--- config.mk ---
export PLATFORM = sky130hd
export DESIGN_NAME = earliest_free_server_scheduler
export DESIGN_NICKNAME = d
export VERILOG_FILES = /design/src/rtl/efs_pkg.sv /design/src/rtl/efs_ram.sv /design/src/rtl/efs_ctrl.sv /design/src/rtl/efs_dp.sv /design/src/rtl/earliest_free_server_scheduler.sv
export SDC_FILE = /design/constraint.sdc
export NUM_CORES = 2
export LEC_CHECK = 0
export BUFFER_PORTS_ARGS = -buffer_cell sky130_fd_sc_hd__buf_2
export CAP_MARGIN = 0
export CORE_MARGIN = 5
export CORE_UTILIZATION = 63
export CTS_CLUSTER_DIAMETER = 80
export CTS_CLUSTER_SIZE = 14
export DETAILED_ROUTE_END_ITERATION = 12
export PLACE_DENSITY = 0.8
export REMOVE_ABC_BUFFERS = 1
export SYNTH_ARGS = -nofsm -noshare
export SYNTH_HDL_FRONTEND = slang
export SYNTH_SLANG_ARGS = --single-unit
--- constraint.sdc ---
create_clock -name clk -period 10.3 [get_ports clk]
set_clock_uncertainty 0.2 [all_clocks]
set_input_delay 0.515 -clock clk [delete_from_list [all_inputs] [get_ports clk]]
set_output_delay 0.515 -clock clk [all_outputs]
set_load 0.01 [all_outputs]
--- src/rtl/efs_pkg.sv ---
// ----------------------------------------------------------------------------
// efs_pkg
// Shared types and constants of the earliest free server scheduler.
// ----------------------------------------------------------------------------
`default_nettype none

package efs_pkg;

    localparam int SERVERS_DEF = 32;

    localparam int CFG_W  = 6;
    localparam int DUR_W  = 17;
    localparam int JOB_W  = 20;
    localparam int TIME_W = 40;
    localparam int SRV_W  = 6;

    localparam logic [CFG_W-1:0] CFG_RESET = 6'd32;

    localparam logic KIND_DEPART  = 1'b0;
    localparam logic KIND_SUMMARY = 1'b1;

    typedef struct packed {
        logic [DUR_W-1:0] duration;
        logic             final_job;
    } job_t;

    typedef struct packed {
        logic              kind;
        logic [JOB_W-1:0]  job_number;
        logic [TIME_W-1:0] total_duration;
        logic [SRV_W-1:0]  latest_server;
        logic              end_of_run;
    } result_t;

    typedef enum logic [2:0] {
        ST_IDLE,
        ST_SCAN,
        ST_PLACE,
        ST_DSCAN,
        ST_DEMIT,
        ST_SUMMARY
    } state_t;

    typedef struct packed {
        logic accept;
        logic fill;
        logic scan_start;
        logic place;
        logic mark_done;
        logic emit_dep;
        logic emit_sum;
        logic end_of_run;
        logic clear;
    } ctrl_cmd_t;

    typedef struct packed {
        logic has_room;
        logic scan_done;
        logic out_free;
        logic drain_last;
    } dp_status_t;

endpackage

`default_nettype wire

--- src/rtl/efs_ram.sv ---
// ----------------------------------------------------------------------------
// efs_ram
// Generic single write, single read RAM with registered read data.
// ----------------------------------------------------------------------------
`default_nettype none

module efs_ram #(
    parameter int WIDTH = 8,
    parameter int DEPTH = 32,
    localparam int AW   = (DEPTH > 1) ? $clog2(DEPTH) : 1
) (
    input  wire logic             clk,
    input  wire logic             we,
    input  wire logic [AW-1:0]    waddr,
    input  wire logic [WIDTH-1:0] wdata,
    input  wire logic [AW-1:0]    raddr,
    output logic      [WIDTH-1:0] rdata
);

    logic [WIDTH-1:0] mem [DEPTH];

    always_ff @(posedge clk)
    begin
        if (we)
        begin
            mem[waddr] <= wdata;
        end
        rdata <= mem[raddr];
    end

endmodule

`default_nettype wire

--- src/rtl/efs_ctrl.sv ---
// ----------------------------------------------------------------------------
// efs_ctrl
// Sequencer: accept, earliest finish scan, placement, drain and summary.
// ----------------------------------------------------------------------------
`default_nettype none

module efs_ctrl
    import efs_pkg::*;
(
    input  wire logic       clk,
    input  wire logic       rst_n,
    input  wire logic       in_valid,
    input  wire logic       final_job,
    output logic            in_ready,
    input  wire dp_status_t status,
    output ctrl_cmd_t       cmd
);

    state_t state_reg, state_next;
    logic   last_reg, last_next;

    always_ff @(posedge clk or negedge rst_n)
    begin
        if (!rst_n)
        begin
            state_reg <= ST_IDLE;
            last_reg  <= 1'b0;
        end
        else
        begin
            state_reg <= state_next;
            last_reg  <= last_next;
        end
    end

    always_comb
    begin
        state_next = state_reg;
        last_next  = last_reg;
        unique case (state_reg)
            ST_IDLE:
            begin
                if (in_valid)
                begin
                    last_next = final_job;
                    if (!status.has_room)
                        state_next = ST_SCAN;
                    else if (final_job)
                        state_next = ST_DSCAN;
                end
            end
            ST_SCAN:
            begin
                if (status.scan_done)
                    state_next = ST_PLACE;
            end
            ST_PLACE:
            begin
                if (status.out_free)
                    state_next = last_reg ? ST_DSCAN : ST_IDLE;
            end
            ST_DSCAN:
            begin
                if (status.scan_done)
                    state_next = ST_DEMIT;
            end
            ST_DEMIT:
            begin
                if (status.out_free)
                    state_next = status.drain_last ? ST_SUMMARY : ST_DSCAN;
            end
            ST_SUMMARY:
            begin
                if (status.out_free)
                    state_next = ST_IDLE;
            end
            default: state_next = ST_IDLE;
        endcase
    end

    always_comb
    begin
        cmd      = '0;
        in_ready = 1'b0;
        unique case (state_reg)
            ST_IDLE:
            begin
                in_ready = 1'b1;
                if (in_valid)
                begin
                    cmd.accept = 1'b1;
                    if (status.has_room)
                    begin
                        cmd.fill       = 1'b1;
                        cmd.scan_start = final_job;
                    end
                    else
                    begin
                        cmd.scan_start = 1'b1;
                    end
                end
            end
            ST_PLACE:
            begin
                if (status.out_free)
                begin
                    cmd.emit_dep   = 1'b1;
                    cmd.place      = 1'b1;
                    cmd.end_of_run = !last_reg;
                    cmd.scan_start = last_reg;
                end
            end
            ST_DEMIT:
            begin
                if (status.out_free)
                begin
                    cmd.emit_dep   = 1'b1;
                    cmd.mark_done  = 1'b1;
                    cmd.scan_start = !status.drain_last;
                end
            end
            ST_SUMMARY:
            begin
                if (status.out_free)
                begin
                    cmd.emit_sum   = 1'b1;
                    cmd.end_of_run = 1'b1;
                    cmd.clear      = 1'b1;
                end
            end
            ST_SCAN, ST_DSCAN: ;
            default: ;
        endcase
    end

endmodule

`default_nettype wire

--- src/rtl/efs_dp.sv ---
// ----------------------------------------------------------------------------
// efs_dp
// Datapath: server tables, sequential earliest/latest scan, counters and
// the output register.
// ----------------------------------------------------------------------------
`default_nettype none

module efs_dp
    import efs_pkg::*;
#(
    parameter int SERVERS = SERVERS_DEF
) (
    input  wire logic             clk,
    input  wire logic             rst_n,
    input  wire logic             cfg_valid,
    input  wire logic [CFG_W-1:0] cfg_data,
    input  wire job_t             in_data,
    input  wire ctrl_cmd_t        cmd,
    output dp_status_t            status,
    input  wire logic             out_ready,
    output logic                  out_valid,
    output result_t               out_data
);

    localparam int CW = $clog2(SERVERS + 1);
    localparam int AW = (SERVERS > 1) ? $clog2(SERVERS) : 1;
    localparam logic [CFG_W-1:0] SRV_CFG = CFG_W'(SERVERS);

    logic [CFG_W-1:0]  servers_reg;
    logic [CW-1:0]     n_eff;

    logic [CW-1:0]     filled_reg, filled_next;
    logic [CW-1:0]     drain_cnt_reg, drain_cnt_next;
    logic [JOB_W-1:0]  arrivals_reg, arrivals_next;
    logic [TIME_W-1:0] total_reg, total_next;
    logic [DUR_W-1:0]  dur_reg;
    logic [SERVERS-1:0] done_reg, done_next;

    logic              scan_active_reg, scan_active_next;
    logic [CW-1:0]     rd_idx_reg, rd_idx_next;
    logic              pend_vld_reg, pend_vld_next;
    logic [AW-1:0]     pend_addr_reg;
    logic              rd_go;

    logic              best_found_reg, best_found_next;
    logic [TIME_W-1:0] best_ft_reg;
    logic [JOB_W-1:0]  best_occ_reg;
    logic [AW-1:0]     best_idx_reg;
    logic              max_found_reg, max_found_next;
    logic [TIME_W-1:0] max_ft_reg;
    logic [AW-1:0]     max_idx_reg;
    logic              take_best, take_max;

    logic              wr_en;
    logic [AW-1:0]     wr_addr;
    logic [TIME_W-1:0] ft_wdata, ft_rdata;
    logic [JOB_W-1:0]  occ_wdata, occ_rdata;

    logic              out_valid_reg;
    result_t           out_data_reg;
    logic              out_free;

    always_comb
    begin
        if (servers_reg == '0)
            n_eff = CW'(1);
        else if (servers_reg > SRV_CFG)
            n_eff = CW'(SERVERS);
        else
            n_eff = servers_reg[CW-1:0];
    end

    assign out_free = !out_valid_reg || out_ready;
    assign rd_go    = scan_active_reg && (rd_idx_reg < filled_reg);

    assign status.has_room   = filled_reg < n_eff;
    assign status.scan_done  = !scan_active_reg && !pend_vld_reg;
    assign status.out_free   = out_free;
    assign status.drain_last = (drain_cnt_reg + CW'(1)) == filled_reg;

    assign wr_en     = cmd.fill || cmd.place;
    assign wr_addr   = cmd.fill ? filled_reg[AW-1:0] : best_idx_reg;
    assign ft_wdata  = cmd.fill ? TIME_W'(in_data.duration)
                                : best_ft_reg + TIME_W'(dur_reg);
    assign occ_wdata = cmd.fill ? arrivals_reg + JOB_W'(1) : arrivals_reg;

    efs_ram #(
        .WIDTH (TIME_W),
        .DEPTH (SERVERS)
    ) u_ft_ram (
        .clk   (clk),
        .we    (wr_en),
        .waddr (wr_addr),
        .wdata (ft_wdata),
        .raddr (rd_idx_reg[AW-1:0]),
        .rdata (ft_rdata)
    );

    efs_ram #(
        .WIDTH (JOB_W),
        .DEPTH (SERVERS)
    ) u_occ_ram (
        .clk   (clk),
        .we    (wr_en),
        .waddr (wr_addr),
        .wdata (occ_wdata),
        .raddr (rd_idx_reg[AW-1:0]),
        .rdata (occ_rdata)
    );

    assign take_best = pend_vld_reg && !done_reg[pend_addr_reg]
                       && (!best_found_reg || ft_rdata < best_ft_reg);
    assign take_max  = pend_vld_reg && (!max_found_reg || ft_rdata >= max_ft_reg);

    always_comb
    begin
        filled_next      = filled_reg;
        drain_cnt_next   = drain_cnt_reg;
        arrivals_next    = arrivals_reg;
        total_next       = total_reg;
        done_next        = done_reg;
        scan_active_next = scan_active_reg;
        rd_idx_next      = rd_idx_reg;
        pend_vld_next    = rd_go;
        best_found_next  = best_found_reg || take_best;
        max_found_next   = max_found_reg || take_max;

        if (cmd.accept)
        begin
            arrivals_next = arrivals_reg + JOB_W'(1);
            total_next    = total_reg + TIME_W'(in_data.duration);
        end
        if (cmd.fill)
            filled_next = filled_reg + CW'(1);

        if (cmd.scan_start)
        begin
            scan_active_next = 1'b1;
            rd_idx_next      = '0;
            best_found_next  = 1'b0;
            max_found_next   = 1'b0;
        end
        else if (scan_active_reg)
        begin
            if (rd_go)
                rd_idx_next = rd_idx_reg + CW'(1);
            else
                scan_active_next = 1'b0;
        end

        if (cmd.mark_done)
        begin
            done_next[best_idx_reg] = 1'b1;
            drain_cnt_next          = drain_cnt_reg + CW'(1);
        end

        if (cmd.clear)
        begin
            filled_next    = '0;
            drain_cnt_next = '0;
            arrivals_next  = '0;
            total_next     = '0;
            done_next      = '0;
        end
    end

    always_ff @(posedge clk or negedge rst_n)
    begin
        if (!rst_n)
        begin
            servers_reg     <= CFG_RESET;
            filled_reg      <= '0;
            drain_cnt_reg   <= '0;
            arrivals_reg    <= '0;
            total_reg       <= '0;
            done_reg        <= '0;
            scan_active_reg <= 1'b0;
            rd_idx_reg      <= '0;
            pend_vld_reg    <= 1'b0;
            best_found_reg  <= 1'b0;
            max_found_reg   <= 1'b0;
            out_valid_reg   <= 1'b0;
        end
        else
        begin
            if (cfg_valid)
                servers_reg <= cfg_data;
            filled_reg      <= filled_next;
            drain_cnt_reg   <= drain_cnt_next;
            arrivals_reg    <= arrivals_next;
            total_reg       <= total_next;
            done_reg        <= done_next;
            scan_active_reg <= scan_active_next;
            rd_idx_reg      <= rd_idx_next;
            pend_vld_reg    <= pend_vld_next;
            best_found_reg  <= best_found_next;
            max_found_reg   <= max_found_next;
            if (cmd.emit_dep || cmd.emit_sum)
                out_valid_reg <= 1'b1;
            else if (out_ready)
                out_valid_reg <= 1'b0;
        end
    end

    always_ff @(posedge clk)
    begin
        pend_addr_reg <= rd_idx_reg[AW-1:0];
        if (cmd.accept)
            dur_reg <= in_data.duration;
        if (take_best)
        begin
            best_ft_reg  <= ft_rdata;
            best_occ_reg <= occ_rdata;
            best_idx_reg <= pend_addr_reg;
        end
        if (take_max)
        begin
            max_ft_reg  <= ft_rdata;
            max_idx_reg <= pend_addr_reg;
        end
        if (cmd.emit_dep)
        begin
            out_data_reg.kind           <= KIND_DEPART;
            out_data_reg.job_number     <= best_occ_reg;
            out_data_reg.total_duration <= '0;
            out_data_reg.latest_server  <= '0;
            out_data_reg.end_of_run     <= cmd.end_of_run;
        end
        else if (cmd.emit_sum)
        begin
            out_data_reg.kind           <= KIND_SUMMARY;
            out_data_reg.job_number     <= '0;
            out_data_reg.total_duration <= total_reg;
            out_data_reg.latest_server  <= SRV_W'(max_idx_reg) + SRV_W'(1);
            out_data_reg.end_of_run     <= cmd.end_of_run;
        end
    end

    assign out_valid = out_valid_reg;
    assign out_data  = out_data_reg;

    a_filled_bound: assert property (@(posedge clk) disable iff (!rst_n)
        filled_reg <= CW'(SERVERS))
        else $error("occupied count beyond server count");

    a_emit_free: assert property (@(posedge clk) disable iff (!rst_n)
        (cmd.emit_dep || cmd.emit_sum) |-> out_free)
        else $error("result issued over a held item");

    a_fill_room: assert property (@(posedge clk) disable iff (!rst_n)
        cmd.fill |-> (filled_reg < n_eff) && !scan_active_reg)
        else $error("fill without a free server");

    a_drain_fresh: assert property (@(posedge clk) disable iff (!rst_n)
        cmd.mark_done |-> best_found_reg && !done_reg[best_idx_reg])
        else $error("drain picked a server already emitted");

    a_clear_empty: assert property (@(posedge clk) disable iff (!rst_n)
        cmd.clear |=> (filled_reg == '0) && (done_reg == '0))
        else $error("batch not cleared");

endmodule

`default_nettype wire

--- src/rtl/earliest_free_server_scheduler.sv ---
// ----------------------------------------------------------------------------
// earliest_free_server_scheduler
// Assigns each job to the server with the earliest finish time and reports
// departures; the final job of a batch drains all servers and closes with a
// summary item.
//
//   channel  direction  payload     handshake
//   cfg      in         cfg_data    cfg_valid / cfg_ready (always ready)
//   in       in         job_t       in_valid / in_ready
//   out      out        result_t    out_valid / out_ready
//
// A job that fills an empty server is written without a scan. A job that
// replaces an occupant waits for a sweep over the F occupied servers: one RAM
// read port sweeps the finish times, one compare per cycle. A final job adds
// F drain sweeps over the same servers, then the summary item.
// Reset empties the batch at once; no clearing pass. A stalled out channel
// holds the sequencer while the next result is waiting.
// ----------------------------------------------------------------------------
`default_nettype none

module earliest_free_server_scheduler
    import efs_pkg::*;
#(
    parameter int SERVERS = SERVERS_DEF
) (
    input  wire logic             clk,
    input  wire logic             rst_n,
    input  wire logic             cfg_valid,
    output logic                  cfg_ready,
    input  wire logic [CFG_W-1:0] cfg_data,
    input  wire logic             in_valid,
    output logic                  in_ready,
    input  wire job_t             in_data,
    output logic                  out_valid,
    input  wire logic             out_ready,
    output result_t               out_data
);

    ctrl_cmd_t  cmd;
    dp_status_t status;

    assign cfg_ready = 1'b1;

    efs_ctrl u_ctrl (
        .clk       (clk),
        .rst_n     (rst_n),
        .in_valid  (in_valid),
        .final_job (in_data.final_job),
        .in_ready  (in_ready),
        .status    (status),
        .cmd       (cmd)
    );

    efs_dp #(
        .SERVERS (SERVERS)
    ) u_dp (
        .clk       (clk),
        .rst_n     (rst_n),
        .cfg_valid (cfg_valid),
        .cfg_data  (cfg_data),
        .in_data   (in_data),
        .cmd       (cmd),
        .status    (status),
        .out_ready (out_ready),
        .out_valid (out_valid),
        .out_data  (out_data)
    );

endmodule

`default_nettype wire
==> metrics.md <==
| Metric | Value |
|---|---|
| Run status | `finished, final reports clean` |
| Area share of the largest cell type after synthesis | `0.683` |
| Most congested layer reported by global routing | `met2` |
| First-pass iteration count of the detailed router | `6` |
| Total chip power | `between 30 and 40 mW` |
| Sw Share | `0.343` |
| Leftover overflow at the end of global routing | `0` |
| Register-to-register setup slack | `between 4 and 5 ns` |
| Total instance count after detailed placement | `6420` |
| Cell type with the largest total area after synthesis | `sky130_fd_sc_hd__edfxtp_1` |
| Via count | `around 49000` |
| Largest voltage drop on the vdd net | `around 0.00036 V` |
| Switching power | `roughly 11 mW` |
| Relative contribution of the clock network to total power | `0.219` |
| Final routed wirelength across all metal layers | `approximately 240000 um` |
| Number of sinks driven by the clock tree | `about 2300` |
| Global-route met3 utilization | `0.0793` |
| Post-DRT Antenna Nets | `0` |
| Sequential group share of total power | `0.449` |
| Starting density of the core | `0.634` |
| Data arrival time of the worst path | `between 5 and 6 ns` |
| GP Congestion | `~0.87` |
| Combinational group share of total power | `0.332` |
| Slew Limit Fails | `0` |
| Setup repair after global routing missed its margin | `no` |
| Sequential share of the synthesized area | `0.742` |
| Post-Route Setup TNS | `0 ns` |
| Async set-reset flop share out of synthesis | `0.0542` |
| Vias in the first global route | `48800` |
| Max Root-Sink Buffers | `3` |
| Worst relative slew slack | `0.0514` |
| Layout cells sized above 1 | `0.241` |
| Number of port buffers | `about 100` |
| Die span in y | `roughly 400 um` |
| Max-cap violation count | `0` |
| Cell at the root of the clock tree | `sky130_fd_sc_hd__clkbuf_16` |
| Ratio of final minimum period to clock period | `0.521` |
| Number of distinct library cells after synthesis | `74` |
| DR WL/cell | `roughly 36 um` |
| Instance area at placement | `between 90000 and 100000 um^2` |
| Post-place setup slack | `slightly above 5 ns` |
| Placeable Area | `roughly 140000 um^2` |
| Number of gates resized after CTS | `0` |
| Final Critical Period | `between 5 and 6 ns` |
| Min-Delay Path Class | `input port to asynchronous set/reset pin` |
| Remaining DRCs | `0` |
| Number of nets in the finished design | `~5000` |
| Global-route wire length before repair | `about 350000 um` |
| Reg2Reg Capture Point | `u_dp.u_ft_ram.mem[2][6]` |
| Synthesized area divided by synthesized cell count | `20.1 um^2` |
| Count of standard-cell rows | `between 100 and 150` |
| Yosys warns | `0` |
| Total Die Area | `roughly 150000 um^2` |
| Clock transition at the register clock pins on the worst setup and hold paths after CTS | `around 0.070 ns` |
| Leakage | `32.9 nW` |
| Met2 GRT Util | `0.517` |
| Post-synth top flop | `sky130_fd_sc_hd__edfxtp_1` |
| Final Hold Violating Endpoints | `0` |
| Initial antenna violation count | `17` |
| Count of non-filler cells in the finished layout | `around 6800` |
| Via density | `7.14` |
| Number of enable flip-flop cells after synthesis | `between 2000 and 2500` |
| Count of routing violations after the opening detailed-route iteration | `about 7200` |
| Startpoint type of the worst setup path | `register` |
| Maximum clock frequency | `186 MHz` |
| CTS H-tree lvls | `4` |
| Int Power | `between 20 and 25 mW` |
| Slew of the pin with the lowest slew margin | `approximately 1.4 ns` |
| Maximum number of pins on one net before global-route repair | `roughly 140` |
| Final core occ | `0.700` |
| Critical Path RT | `between 10 and 15 ns` |
| Die Width | `a little under 400 um` |
| Cells taking the most area after synthesis | `sky130_fd_sc_hd__edfxtp_1 68%, sky130_fd_sc_hd__mux4_2 15%, sky130_fd_sc_hd__dfrtp_1 3.4%` |
| Number of instances in the synthesized netlist | `~4500` |
| R2r startpoint | `u_ctrl.state_reg[0]` |
| Setup-failing EPs final | `0` |
| Cell area after synthesis | `around 90000 um^2` |
| Worst Reg-to-Reg Cells | `8` |
| Cell with the most instances after synthesis | `sky130_fd_sc_hd__edfxtp_1` |
| Num ports | `100` |
| Setup bufs post-CTS | `0` |
| Latest clock arrival within the worst-skew pair | `~0.85 ns` |
| TritonCTS clock tree | `built` |
| Leading post-synthesis cells by instance count | `2068 x sky130_fd_sc_hd__edfxtp_1, 610 x sky130_fd_sc_hd__mux4_2, 230 x sky130_fd_sc_hd__nand2_1` |
| Worst Hold Slack | `around 0.13 ns` |
| Tot GR Track Use | `0.321` |
| #FFs+latches synth | `roughly 2300` |
| Maximum fanout along the worst path | `55` |
| Worst setup slack after layout | `between 4 and 5 ns` |
| Design area | `100000 um^2` |
| Critical path capture point type | `register` |
| Power per Cell Area | `a little over 300 nW/um^2` |
| Area Growth Syn to Fin | `10.4%` |
| Number of buffers created by CTS | `184` |
| Setup CP Type | `register to register` |
| Post-detailed-placement half-perimeter wirelength | `125000 um` |
| GRT met1 Usage | `0.432` |
| Number of flip-flops under the largest register name | `1280` |
power by group through the flow:
stage | logic, mW | registers, mW | clock network [mW]
3_3_place_gp | 9.42 | 13.8 | 0
6_report | 10.2 | 13.8 | 6.72
3_5_place_dp | 9.74 | 13.9 | 0
5_1_grt | 10.7 | 13.8 | 7.19
4_1_cts | 10.0 | 13.7 | 6.78
2_1_floorplan | 7.07 | 14.2 | 0
worst max-delay path: stages, from the launching register on:
cell,delay (ns)
sky130_fd_sc_hd__dfrtp_1,0.50
sky130_fd_sc_hd__or4b_2,0.72
sky130_fd_sc_hd__buf_4,0.31
sky130_fd_sc_hd__a211o_2,0.37
sky130_fd_sc_hd__buf_4,0.34
sky130_fd_sc_hd__nor4_1,0.38
sky130_fd_sc_hd__a21oi_1,0.26
sky130_fd_sc_hd__nor2_4,1.11
sky130_fd_sc_hd__buf_4,0.70
per-layer routing:
metal / up-vias / part of all wire
li1: 18800 / -
met1: 25100 / 0.34
met2: 3948 / 0.49
met3: 666 / 0.12
met4: 10 / 0.047
met5: - / 0.00030
placed cells by master (no fill, tap or decap), types with 98 or more instances in the layout:
cell type,netlist,routed
sky130_fd_sc_hd__inv_1,102,102
sky130_fd_sc_hd__nand2_1,230,229
sky130_fd_sc_hd__dfrtp_1,124,119
sky130_fd_sc_hd__nor2_1,151,113
sky130_fd_sc_hd__buf_4,1,98
sky130_fd_sc_hd__a21oi_1,119,106
sky130_fd_sc_hd__clkbuf_16,0,187
sky130_fd_sc_hd__dfxtp_1,112,112
sky130_fd_sc_hd__o21ai_0,112,105
sky130_fd_sc_hd__ha_1,128,128
sky130_fd_sc_hd__mux4_2,610,610
sky130_fd_sc_hd__edfxtp_1,2068,2068
sky130_fd_sc_hd__clkbuf_1,158,131
logic make-up after synthesis:
group / after synthesis / share of synthesized area
buffers and inverters: 318 / 0.0132
adders and majority gates: 130 / 0.0180
muxes: 683 / 0.160
DFF: 2305 / 0.742
and+or+nand+nor: 581 / 0.0291
AOI/OAI and AO/OA: 415 / 0.0288
other: 1 / 0.0000412
xor gates and xnor gates: 96 / 0.00924
final cells by class:
cell class | count | area, um^2
antenna | 6 | 15.0
clock buffer | 319 | 5180
clock inverter | 16 | 230
fill | 8021 | 43100
inverter | 104 | 390
multi-input combinational | 1906 | 23000
sequential | 2305 | 67500
tap | 1903 | 2380
timing repair buffer | 236 | 1700
worst max path at each step:
stage | start | end | slack [ns] | depth (start not counted)
after floorplan | u_dp.rd_idx_reg[0] | u_dp.u_ft_ram.rdata[0] | -9.53 | 3
after global placement | in_valid | u_dp.u_ft_ram.mem[2][13] | 5.14 | 9
after detailed placement | in_valid | u_dp.u_ft_ram.mem[2][12] | 5.06 | 9
after CTS | u_ctrl.state_reg[0] | u_dp.u_ft_ram.mem[2][9] | 4.94 | 8
after global routing | u_ctrl.state_reg[0] | u_dp.u_ft_ram.mem[2][7] | 4.83 | 8
final | u_ctrl.state_reg[0] | u_dp.u_ft_ram.mem[2][6] | 4.94 | 8
repair_timing:
item / 4_1_cts / 5_1_grt
endpoints found under the setup margin: 0 / 0
hold buffers: 34 / 0
endpoints found under the hold margin: 88 / 0
Note: power is estimated with default switching activity, not from simulation.
